===== src/rtl/gng_pkg.sv =====
// ----------------------------------------------------------------------------
// gng_pkg
// shared types and constants for the polar-method gaussian generator
// ----------------------------------------------------------------------------
package gng_pkg;

    // output fixed point
    localparam int FRAC_BITS = 12;
    localparam int X_SHL     = (2 * FRAC_BITS >= 26) ? (2 * FRAC_BITS - 26) : 0;
    localparam int X_SHR     = (2 * FRAC_BITS >= 26) ? 0 : (26 - 2 * FRAC_BITS);

    // generator and method constants
    localparam logic [31:0] LCG_MUL = 32'd1103515245;
    localparam logic [31:0] LCG_ADD = 32'd12345;
    localparam logic [29:0] K_SQ    = 30'd1073676289;   // 32767 squared
    localparam logic [31:0] LN2_Q29 = 32'd372130559;
    localparam logic [31:0] SEED_RST = 32'd1;

    // iterative divide / root unit
    localparam logic [5:0] DIV_LAST  = 6'd61;
    localparam logic [5:0] SQRT_LAST = 6'd15;
    localparam logic [4:0] LOG_LAST  = 5'd29;

    typedef enum logic [0:0] {
        RD_DIV,
        RD_SQRT
    } rd_op_t;

    typedef struct packed {
        logic   start;
        rd_op_t op;
    } rd_req_t;

    typedef struct packed {
        logic        done;
        logic [31:0] value;
        logic        round_up;
    } rd_rsp_t;

    typedef enum logic [4:0] {
        ST_IDLE,
        ST_DRAW_A,
        ST_DRAW_B,
        ST_SQ_A,
        ST_SQ_B,
        ST_CHECK,
        ST_NORM,
        ST_LOG,
        ST_DIFF,
        ST_LN_LO,
        ST_LN_HI,
        ST_MUL_X,
        ST_DIV_GO,
        ST_DIV_WAIT,
        ST_SQ_GO,
        ST_SQ_WAIT,
        ST_DONE
    } gng_state_t;

endpackage


===== src/rtl/gng_root_div.sv =====
// ----------------------------------------------------------------------------
// gng_root_div
// restoring divider and digit-by-digit square root on one shared subtractor
// ----------------------------------------------------------------------------
module gng_root_div
    import gng_pkg::*;
(
    input  logic        clk,
    input  logic        rst_n,
    input  rd_req_t     req,
    input  logic [61:0] num,    // dividend, or radicand in the low 32 bits
    input  logic [29:0] den,
    output rd_rsp_t     rsp
);

    logic        busy_reg, busy_next;
    logic        done_reg, done_next;
    rd_op_t      op_reg, op_next;
    logic [5:0]  cnt_reg, cnt_next;
    logic [61:0] acc_reg, acc_next;   // quotient, or root
    logic [32:0] rem_reg, rem_next;   // remainder
    logic [30:0] bit_reg, bit_next;

    logic [32:0] sub_a;
    logic [32:0] sub_b;
    logic [33:0] diff;
    logic        ge;

    always_comb
    begin
        if (op_reg == RD_DIV)
        begin
            sub_a = {2'b00, rem_reg[29:0], acc_reg[61]};
            sub_b = {3'b000, den};
        end
        else
        begin
            sub_a = rem_reg;
            sub_b = acc_reg[32:0] + {2'b00, bit_reg};
        end
        diff = {1'b0, sub_a} - {1'b0, sub_b};
        ge   = ~diff[33];
    end

    always_comb
    begin
        busy_next = busy_reg;
        done_next = 1'b0;
        op_next   = op_reg;
        cnt_next  = cnt_reg;
        acc_next  = acc_reg;
        rem_next  = rem_reg;
        bit_next  = bit_reg;
        if (req.start)
        begin
            busy_next = 1'b1;
            op_next   = req.op;
            cnt_next  = '0;
            bit_next  = 31'h4000_0000;
            if (req.op == RD_DIV)
            begin
                acc_next = num;
                rem_next = '0;
            end
            else
            begin
                acc_next = '0;
                rem_next = {1'b0, num[31:0]};
            end
        end
        else if (busy_reg)
        begin
            cnt_next = cnt_reg + 6'd1;
            if (op_reg == RD_DIV)
            begin
                acc_next = {acc_reg[60:0], ge};
                rem_next = ge ? diff[32:0] : sub_a;
                if (cnt_reg == DIV_LAST)
                begin
                    busy_next = 1'b0;
                    done_next = 1'b1;
                end
            end
            else
            begin
                if (ge)
                begin
                    rem_next = diff[32:0];
                    acc_next = {1'b0, acc_reg[61:1]} + {31'd0, bit_reg};
                end
                else
                begin
                    acc_next = {1'b0, acc_reg[61:1]};
                end
                bit_next = {2'b00, bit_reg[30:2]};
                if (cnt_reg == SQRT_LAST)
                begin
                    busy_next = 1'b0;
                    done_next = 1'b1;
                end
            end
        end
    end

    always_ff @(posedge clk or negedge rst_n)
    begin
        if (!rst_n)
        begin
            busy_reg <= 1'b0;
            done_reg <= 1'b0;
            op_reg   <= RD_DIV;
            cnt_reg  <= '0;
        end
        else
        begin
            busy_reg <= busy_next;
            done_reg <= done_next;
            op_reg   <= op_next;
            cnt_reg  <= cnt_next;
        end
    end

    always_ff @(posedge clk)
    begin
        acc_reg <= acc_next;
        rem_reg <= rem_next;
        bit_reg <= bit_next;
    end

    assign rsp.done     = done_reg;
    assign rsp.value    = acc_reg[31:0];
    assign rsp.round_up = (rem_reg > {1'b0, acc_reg[31:0]});

endmodule


===== src/rtl/gaussian_noise_generator_core.sv =====
// ----------------------------------------------------------------------------
// gaussian_noise_generator_core
// normal samples by the polar rejection method fed from a 32-bit lcg
// ----------------------------------------------------------------------------
//  channel   dir  fields (lsb up)                  handshake
//  s_*       in   tdata[0] restart, rest zero      tvalid / tready
//  m_*       out  tdata sample, tuser from_spare   tvalid / tready
//  seed_*    in   seed_wdata seed                  seed_we, no wait
//
//  a beat with a spare held is answered from the spare; otherwise a pair is
//  drawn and redrawn on each rejection, and the work is set by the 30-step
//  log loop run twice and two 62-step divides and 16-step roots
//  s_tready is high only while the sequencer is idle
//  a result waits in the output register; the next beat is taken meanwhile
//  asynchronous active-low reset: seed 1, lcg 1, no spare
// ----------------------------------------------------------------------------
module gaussian_noise_generator_core
    import gng_pkg::*;
(
    input  logic        clk,
    input  logic        rst_n,
    input  logic        seed_we,
    input  logic [31:0] seed_wdata,
    input  logic        s_tvalid,
    output logic        s_tready,
    input  logic [7:0]  s_tdata,    // [0] restart, [7:1] zero
    output logic        m_tvalid,
    input  logic        m_tready,
    output logic [15:0] m_tdata,    // [15:0] sample
    output logic        m_tuser     // [0] from_spare
);

    // sequencer
    gng_state_t state_reg, state_next;

    // configuration and architectural state
    logic [31:0] seed_reg;
    logic [31:0] lcg_reg;
    logic        spare_valid_reg;
    logic [15:0] spare_reg;

    // working registers
    logic [15:0] a_reg, b_reg;          // signed uniforms
    logic [29:0] a2_reg, b2_reg;
    logic [29:0] m_reg;
    logic [30:0] y_reg;                 // log mantissa
    logic [4:0]  e_reg;
    logic [28:0] frac_reg;
    logic [4:0]  cnt_reg;
    logic        pass_reg;              // 0: log of k squared, 1: log of m
    logic [34:0] lk_reg, la_reg, d_reg;
    logic [63:0] acc_reg;
    logic [30:0] t26_reg;
    logic [61:0] n_reg;
    logic [31:0] x_reg;
    logic        sel_reg;               // 0: working on a, 1: on b
    logic [15:0] res_sample_reg;
    logic        res_spare_reg;

    // output register
    logic        out_valid_reg;
    logic [15:0] out_sample_reg;
    logic        out_spare_reg;

    // shared multiplier
    logic [31:0] mul_a, mul_b;
    logic [63:0] mul_p;

    // divider / root
    rd_req_t     rd_req;
    rd_rsp_t     rd_rsp;

    logic        in_beat;
    logic        out_free;
    logic [31:0] lcg_new;
    logic [15:0] uni;
    logic [30:0] msum;
    logic        reject;
    logic [31:0] ysq;
    logic [63:0] ln_sum;
    logic [15:0] c_sel;
    logic [16:0] mag;
    logic [15:0] signed_out;
    logic [31:0] x_scaled;

    assign in_beat  = s_tvalid && s_tready;
    assign out_free = !out_valid_reg || m_tready;

    // one multiplier serves the lcg, the squares, the log loop, the ln 2 product and the scaling
    always_comb
    begin
        mul_a = '0;
        mul_b = '0;
        unique case (state_reg)
            ST_DRAW_A, ST_DRAW_B:
            begin
                mul_a = lcg_reg;
                mul_b = LCG_MUL;
            end
            ST_SQ_A:
            begin
                mul_a = {16'd0, a_reg[15] ? (16'd0 - a_reg) : a_reg};
                mul_b = mul_a;
            end
            ST_SQ_B:
            begin
                mul_a = {16'd0, b_reg[15] ? (16'd0 - b_reg) : b_reg};
                mul_b = mul_a;
            end
            ST_LOG:
            begin
                mul_a = {1'b0, y_reg};
                mul_b = {1'b0, y_reg};
            end
            ST_LN_LO:
            begin
                mul_a = {14'd0, d_reg[17:0]};
                mul_b = LN2_Q29;
            end
            ST_LN_HI:
            begin
                mul_a = {15'd0, d_reg[34:18]};
                mul_b = LN2_Q29;
            end
            ST_MUL_X:
            begin
                mul_a = {2'b00, sel_reg ? b2_reg : a2_reg};
                mul_b = {1'b0, t26_reg};
            end
            default:
            begin
                mul_a = '0;
                mul_b = '0;
            end
        endcase
    end

    assign mul_p = {32'd0, mul_a} * {32'd0, mul_b};

    // lcg step and the odd uniform 2r - 32767
    assign lcg_new = mul_p[31:0] + LCG_ADD;
    assign uni     = {~lcg_new[30], lcg_new[29:16], 1'b1};

    assign msum   = {1'b0, a2_reg} + {1'b0, b2_reg};
    assign reject = (msum == '0) || (msum >= {1'b0, K_SQ});

    assign ysq    = mul_p[61:30];
    assign ln_sum = acc_reg + {mul_p[45:0], 18'd0};

    // sign, round and saturate the root
    assign c_sel = sel_reg ? b_reg : a_reg;
    assign mag   = rd_rsp.value[16:0] + {16'd0, rd_rsp.round_up};
    always_comb
    begin
        if (c_sel[15])
        begin
            signed_out = (mag > 17'd32768) ? 16'h8000 : (16'd0 - mag[15:0]);
        end
        else
        begin
            signed_out = (mag > 17'd32767) ? 16'h7FFF : mag[15:0];
        end
    end

    assign x_scaled = (rd_rsp.value << X_SHL) >> X_SHR;

    // next state
    always_comb
    begin
        state_next = state_reg;
        unique case (state_reg)
            ST_IDLE:
            begin
                if (in_beat)
                begin
                    state_next = spare_valid_reg ? ST_DONE : ST_DRAW_A;
                end
            end
            ST_DRAW_A:   state_next = ST_DRAW_B;
            ST_DRAW_B:   state_next = ST_SQ_A;
            ST_SQ_A:     state_next = ST_SQ_B;
            ST_SQ_B:     state_next = ST_CHECK;
            ST_CHECK:    state_next = reject ? ST_DRAW_A : ST_NORM;
            ST_NORM:     state_next = y_reg[30] ? ST_LOG : ST_NORM;
            ST_LOG:
            begin
                if (cnt_reg == LOG_LAST)
                begin
                    state_next = pass_reg ? ST_DIFF : ST_NORM;
                end
            end
            ST_DIFF:     state_next = ST_LN_LO;
            ST_LN_LO:    state_next = ST_LN_HI;
            ST_LN_HI:    state_next = ST_MUL_X;
            ST_MUL_X:    state_next = ST_DIV_GO;
            ST_DIV_GO:   state_next = ST_DIV_WAIT;
            ST_DIV_WAIT: state_next = rd_rsp.done ? ST_SQ_GO : ST_DIV_WAIT;
            ST_SQ_GO:    state_next = ST_SQ_WAIT;
            ST_SQ_WAIT:
            begin
                if (rd_rsp.done)
                begin
                    state_next = sel_reg ? ST_DONE : ST_MUL_X;
                end
            end
            ST_DONE:     state_next = out_free ? ST_IDLE : ST_DONE;
            default:     state_next = ST_IDLE;
        endcase
    end

    // sequencer outputs
    always_comb
    begin
        s_tready     = 1'b0;
        rd_req.start = 1'b0;
        rd_req.op    = RD_DIV;
        unique case (state_reg)
            ST_IDLE:
            begin
                s_tready = 1'b1;
            end
            ST_DIV_GO:
            begin
                rd_req.start = 1'b1;
                rd_req.op    = RD_DIV;
            end
            ST_SQ_GO:
            begin
                rd_req.start = 1'b1;
                rd_req.op    = RD_SQRT;
            end
            default:
            begin
                s_tready = 1'b0;
            end
        endcase
    end

    gng_root_div u_root_div (
        .clk   (clk),
        .rst_n (rst_n),
        .req   (rd_req),
        .num   (ST_SQ_GO == state_reg ? {30'd0, x_reg} : n_reg),
        .den   (m_reg),
        .rsp   (rd_rsp)
    );

    // control and architectural state
    always_ff @(posedge clk or negedge rst_n)
    begin
        if (!rst_n)
        begin
            state_reg       <= ST_IDLE;
            seed_reg        <= SEED_RST;
            lcg_reg         <= SEED_RST;
            spare_valid_reg <= 1'b0;
            spare_reg       <= '0;
            out_valid_reg   <= 1'b0;
            cnt_reg         <= '0;
            pass_reg        <= 1'b0;
            sel_reg         <= 1'b0;
        end
        else
        begin
            state_reg <= state_next;
            if (seed_we)
            begin
                seed_reg <= seed_wdata;
            end

            if (in_beat && s_tdata[0])
            begin
                lcg_reg <= seed_reg;
            end
            else if (state_reg == ST_DRAW_A || state_reg == ST_DRAW_B)
            begin
                lcg_reg <= lcg_new;
            end

            if (in_beat && spare_valid_reg)
            begin
                spare_valid_reg <= 1'b0;
            end
            else if (state_reg == ST_SQ_WAIT && rd_rsp.done && sel_reg)
            begin
                spare_valid_reg <= 1'b1;
                spare_reg       <= signed_out;
            end

            // log loop bookkeeping
            if (state_reg == ST_CHECK)
            begin
                pass_reg <= 1'b0;
                sel_reg  <= 1'b0;
            end
            else if (state_reg == ST_NORM)
            begin
                cnt_reg <= '0;
            end
            else if (state_reg == ST_LOG)
            begin
                cnt_reg <= cnt_reg + 5'd1;
                if (cnt_reg == LOG_LAST)
                begin
                    pass_reg <= 1'b1;
                end
            end
            else if (state_reg == ST_SQ_WAIT && rd_rsp.done)
            begin
                sel_reg <= 1'b1;
            end

            if (state_reg == ST_DONE && out_free)
            begin
                out_valid_reg <= 1'b1;
            end
            else if (m_tready)
            begin
                out_valid_reg <= 1'b0;
            end
        end
    end

    // datapath registers
    always_ff @(posedge clk)
    begin
        unique case (state_reg)
            ST_IDLE:
            begin
                if (in_beat)
                begin
                    res_sample_reg <= spare_reg;
                    res_spare_reg  <= spare_valid_reg;
                end
            end
            ST_DRAW_A: a_reg  <= uni;
            ST_DRAW_B: b_reg  <= uni;
            ST_SQ_A:   a2_reg <= mul_p[29:0];
            ST_SQ_B:   b2_reg <= mul_p[29:0];
            ST_CHECK:
            begin
                m_reg <= msum[29:0];
                y_reg <= {1'b0, K_SQ};
                e_reg <= 5'd30;
            end
            ST_NORM:
            begin
                frac_reg <= '0;
                if (!y_reg[30])
                begin
                    y_reg <= {y_reg[29:0], 1'b0};
                    e_reg <= e_reg - 5'd1;
                end
            end
            ST_LOG:
            begin
                // square, and take a fraction bit when it reaches two
                frac_reg <= {frac_reg[27:0], ysq[31]};
                if (cnt_reg == LOG_LAST && !pass_reg)
                begin
                    // k squared done, load m for the second pass
                    lk_reg <= {e_reg, frac_reg, ysq[31]};
                    y_reg  <= {1'b0, m_reg};
                    e_reg  <= 5'd30;
                end
                else
                begin
                    y_reg <= ysq[31] ? ysq[31:1] : ysq[30:0];
                    if (cnt_reg == LOG_LAST)
                    begin
                        la_reg <= {e_reg, frac_reg, ysq[31]};
                    end
                end
            end
            ST_DIFF:  d_reg <= (lk_reg > la_reg) ? (lk_reg - la_reg) : '0;
            ST_LN_LO: acc_reg <= mul_p;
            ST_LN_HI: t26_reg <= ln_sum[63:33];
            ST_MUL_X: n_reg <= {mul_p[60:0], 1'b0};
            ST_DIV_WAIT:
            begin
                if (rd_rsp.done)
                begin
                    x_reg <= x_scaled;
                end
            end
            ST_SQ_WAIT:
            begin
                if (rd_rsp.done && !sel_reg)
                begin
                    res_sample_reg <= signed_out;
                    res_spare_reg  <= 1'b0;
                end
            end
            ST_DONE:
            begin
                if (out_free)
                begin
                    out_sample_reg <= res_sample_reg;
                    out_spare_reg  <= res_spare_reg;
                end
            end
            default:
            begin
                acc_reg <= acc_reg;
            end
        endcase
    end

    assign m_tvalid = out_valid_reg;
    assign m_tdata  = out_sample_reg;
    assign m_tuser  = out_spare_reg;

endmodule


===== config.mk =====
export PLATFORM = sky130hd
export DESIGN_NAME = gaussian_noise_generator_core
export DESIGN_NICKNAME = d
export VERILOG_FILES = /design/src/rtl/gng_pkg.sv /design/src/rtl/gng_root_div.sv /design/src/rtl/gaussian_noise_generator_core.sv
export SDC_FILE = /design/constraint.sdc
export NUM_CORES = 2
export LEC_CHECK = 0
export BUFFER_PORTS_ARGS = -buffer_cell sky130_fd_sc_hd__buf_2
export CAP_MARGIN = 20
export CORE_ASPECT_RATIO = 0.8
export CORE_MARGIN = 2
export CORE_UTILIZATION = 40
export DETAILED_ROUTE_END_ITERATION = 8
export SYNTH_ARGS = -nofsm -noshare
export SYNTH_HDL_FRONTEND = slang
export SYNTH_SLANG_ARGS = --single-unit

===== constraint.sdc =====
create_clock -name clk -period 25.6 [get_ports clk]
set_input_delay 1.28 -clock clk [delete_from_list [all_inputs] [get_ports clk]]
set_output_delay 1.28 -clock clk [all_outputs]
set_load 0.01 [all_outputs]

==> impl_metrics.env <==
export IMPL_num_rows=138
export IMPL_ys_ff_latch=706
export IMPL_remaining_drc_errors=0
export IMPL_yosysMostFrequentCell="inv_1"
export IMPL_synth_common_cells="inv_1 (994), fa_1 (870), nand2_1 (854)"
export IMPL_die_width_microns=477
export IMPL_clkSinkCount=706
export IMPL_async_flop_share=0.146
export IMPL_syn2layout_area_growth_pct=9.48
export IMPL_worst_path_max_delay_cell="dfrtp_1"
export IMPL_slew_violations=0
export IMPL_tightest_slew_ns=1.26
export IMPL_worstHoldPathType="register to register"
export IMPL_post_cts_buffers=0
export IMPL_drt_total_wl_mm=241
export IMPL_initial_utilization=0.404
export IMPL_port_buffers=56
export IMPL_nets=8717
export IMPL_crit_fanout=26
export IMPL_critical_path_max_stage_delay_ns=1.11
export IMPL_largest_register_ffs=62
export IMPL_wl_met3_mm=26.8
export IMPL_grt_first_pass_wirelength_mm=360
export IMPL_fin_skew_ns=0.0553
export IMPL_gp_congestion=0.986
export IMPL_clk_path_buf_depth=3
export IMPL_synth_area_leaders="edfxtp_1 (25%), fa_1 (24%), ha_1 (8.4%)"
export IMPL_htree_levels=3
export IMPL_syn_area_per_cell_sq_um=9.75
export IMPL_drt_initial_drc_count=6503
export IMPL_fmax_mhz=71.9
export IMPL_ioPinCount=64
export IMPL_arrival_ns=14.30
export IMPL_finalSetupViolCount=0
export IMPL_avgRoutedWirePerCell_microns=24.7
export IMPL_post_route_period_util=0.543
export IMPL_grt_pass1_vias=55600
export IMPL_required_ns=26.00
export IMPL_grt_use_total=0.263
export IMPL_fillCellCount=16900
export IMPL_routed_wl_met2_mm=101
export IMPL_fin_crit_ns=13.90
export IMPL_post_cts_resized=0
export IMPL_synth_top_area_frac=0.246
export IMPL_grt_overflow_total=0
export IMPL_synthFlopType="edfxtp_1"
export IMPL_critical_path_most_common_cell="fa_1"
export IMPL_synth_cell_types=92
export IMPL_die_h_microns=382
export IMPL_synth_edf_count=587
export IMPL_maxCapViolations=0
export IMPL_end_kind="register"
export IMPL_yosysWarnings=0
export IMPL_die_area_sq_mm=0.182
export IMPL_coreArea_sq_mm=0.177
export IMPL_avgViaCountPerCell=5.75
export IMPL_tns_ns=0
export IMPL_synthCells=7348
export IMPL_ys_seq_area_frac=0.287
export IMPL_first_pass_iters=6
export IMPL_cts_root_buf="clkbuf_16"
export IMPL_dp_hpwl_mm=186
export IMPL_grt_max_degree=70
export IMPL_ant_nets=0
export IMPL_highest_layer="met5"
export IMPL_clk_pin_slew_ns=0.06
export IMPL_slew_headroom=0.160
export IMPL_cts_tree="done"
export IMPL_numCtsBuffers=81
export IMPL_via_count=56200
export IMPL_rsz0062_at_grt="no"
export IMPL_clk_latency_ns=0.70
export IMPL_drt_met1_wl_mm=105
export IMPL_post_synth_top_area_cell="edfxtp_1"
export IMPL_grt_antenna_before_repair=22
export IMPL_cts_hold_buffers=0
export IMPL_hold_viol_final=0
export IMPL_netlist_area_sq_mm=0.0716
export IMPL_drive_gt1_frac=0.0747
export IMPL_critPathLaunchType="register"
export IMPL_worstSetupPathType="register to register"
export IMPL_outcome="completed"
-- cell type report --
class	instances	area (sq um)	share of cell area
inverter	997	3740	0.0478
sequential	706	20500	0.262
multi-input combinational	5307	46600	0.594
antenna	4	10.0	0.000128
tap	2380	2980	0.0380
clock inverter	50	698	0.00890
timing repair buffer	229	1730	0.0221
clock buffer	100	2160	0.0275
-- layout by cell type, fill, tap and decap left out, types with 18 or more instances in the layout --
cell       synthesis  final
inv_1            994    992
fa_1             870    870
nand2_1          854    854
nor2_1           737    727
edfxtp_1         587    587
ha_1             480    480
a21oi_1          317    312
o21ai_0          297    297
xnor2_1          218    211
buf_4              2    163
a21o_1           143    143
dfrtp_1          101     99
xor2_1            96     96
a22oi_1           88     85
mux2i_1           83     82
clkbuf_16          0     81
nor3_1            85     79
nand3_1           74     74
mux2_2            74     74
and2_1            73     73
nand4_1           71     71
buf_2             12     56
a31oi_1           55     55
and3_1            44     43
a211o_1           38     38
a221o_1           37     36
o21a_1            32     32
o21bai_1          32     32
a211oi_1          52     30
a221oi_1          43     29
o211ai_1          28     28
nor2b_1           27     27
nand2b_1          25     25
o21ai_1           24     24
o221ai_1          21     21
a22o_1            21     21
nor4_1            20     19
or3_1             18     18
-- final timing paths --
path,endpoint,cells after the start,from,slack (ns)
worst max-delay path,t26_reg[29],34,state_reg[1],11.70
worst min-delay path,m_tdata[3],0,res_sample_reg[3],0.42
worst max register to register,t26_reg[29],34,state_reg[1],11.70
worst min register to register,m_tdata[3],0,res_sample_reg[3],0.42
max in group asynchronous,seed_reg[25],2,rst_n,23.64
min in group asynchronous,cnt_reg[1],1,rst_n,0.55
-- per-layer routing --
layer  GRT usage  vias to the layer above
li1            -                    24600
met1       0.386                    28400
met2       0.380                     2748
met3      0.0658                      376
met4      0.0765                        4
met5           0                        -
-- through the flow --
step	utilization	setup WS [ns]	area (sq um)	hold slack (ns)	cells
floorplan	-	13.88	71700	0.400	7362
global placement	0.425	12.25	75300	0.401	9608
detailed placement	0.425	12.14	75400	0.405	9611
CTS	0.441	12.07	78200	0.418	9761
global route	0.442	11.20	78400	0.424	9769
finish	0.442	11.70	78400	0.418	9773
-- worst max-delay path: cells and delay by family (launching register included) --
kind	cells	cell delay (ns)
fa+ha+maj	10	4.78
buf+inv	5	0.47
simple gates	7	1.50
flops	1	1.11
compound gates	10	4.79
xor+xnor	2	0.90
-- kinds of logic after synthesis --
| group | synth area share |
|---|---|
| multiplexers | 0.0232 |
| adder cells (fa/ha/maj) | 0.327 |
| other | 0.000105 |
| buffers and inverters | 0.0710 |
| AO/OA/AOI/OAI | 0.126 |
| XOR/XNOR | 0.0384 |
| flip-flops | 0.287 |
| AND/OR/NAND/NOR | 0.128 |
Power is left out: the tool's default activity adds up to more than one toggle a clock period on the data nets, which glitch-free logic cannot reach.
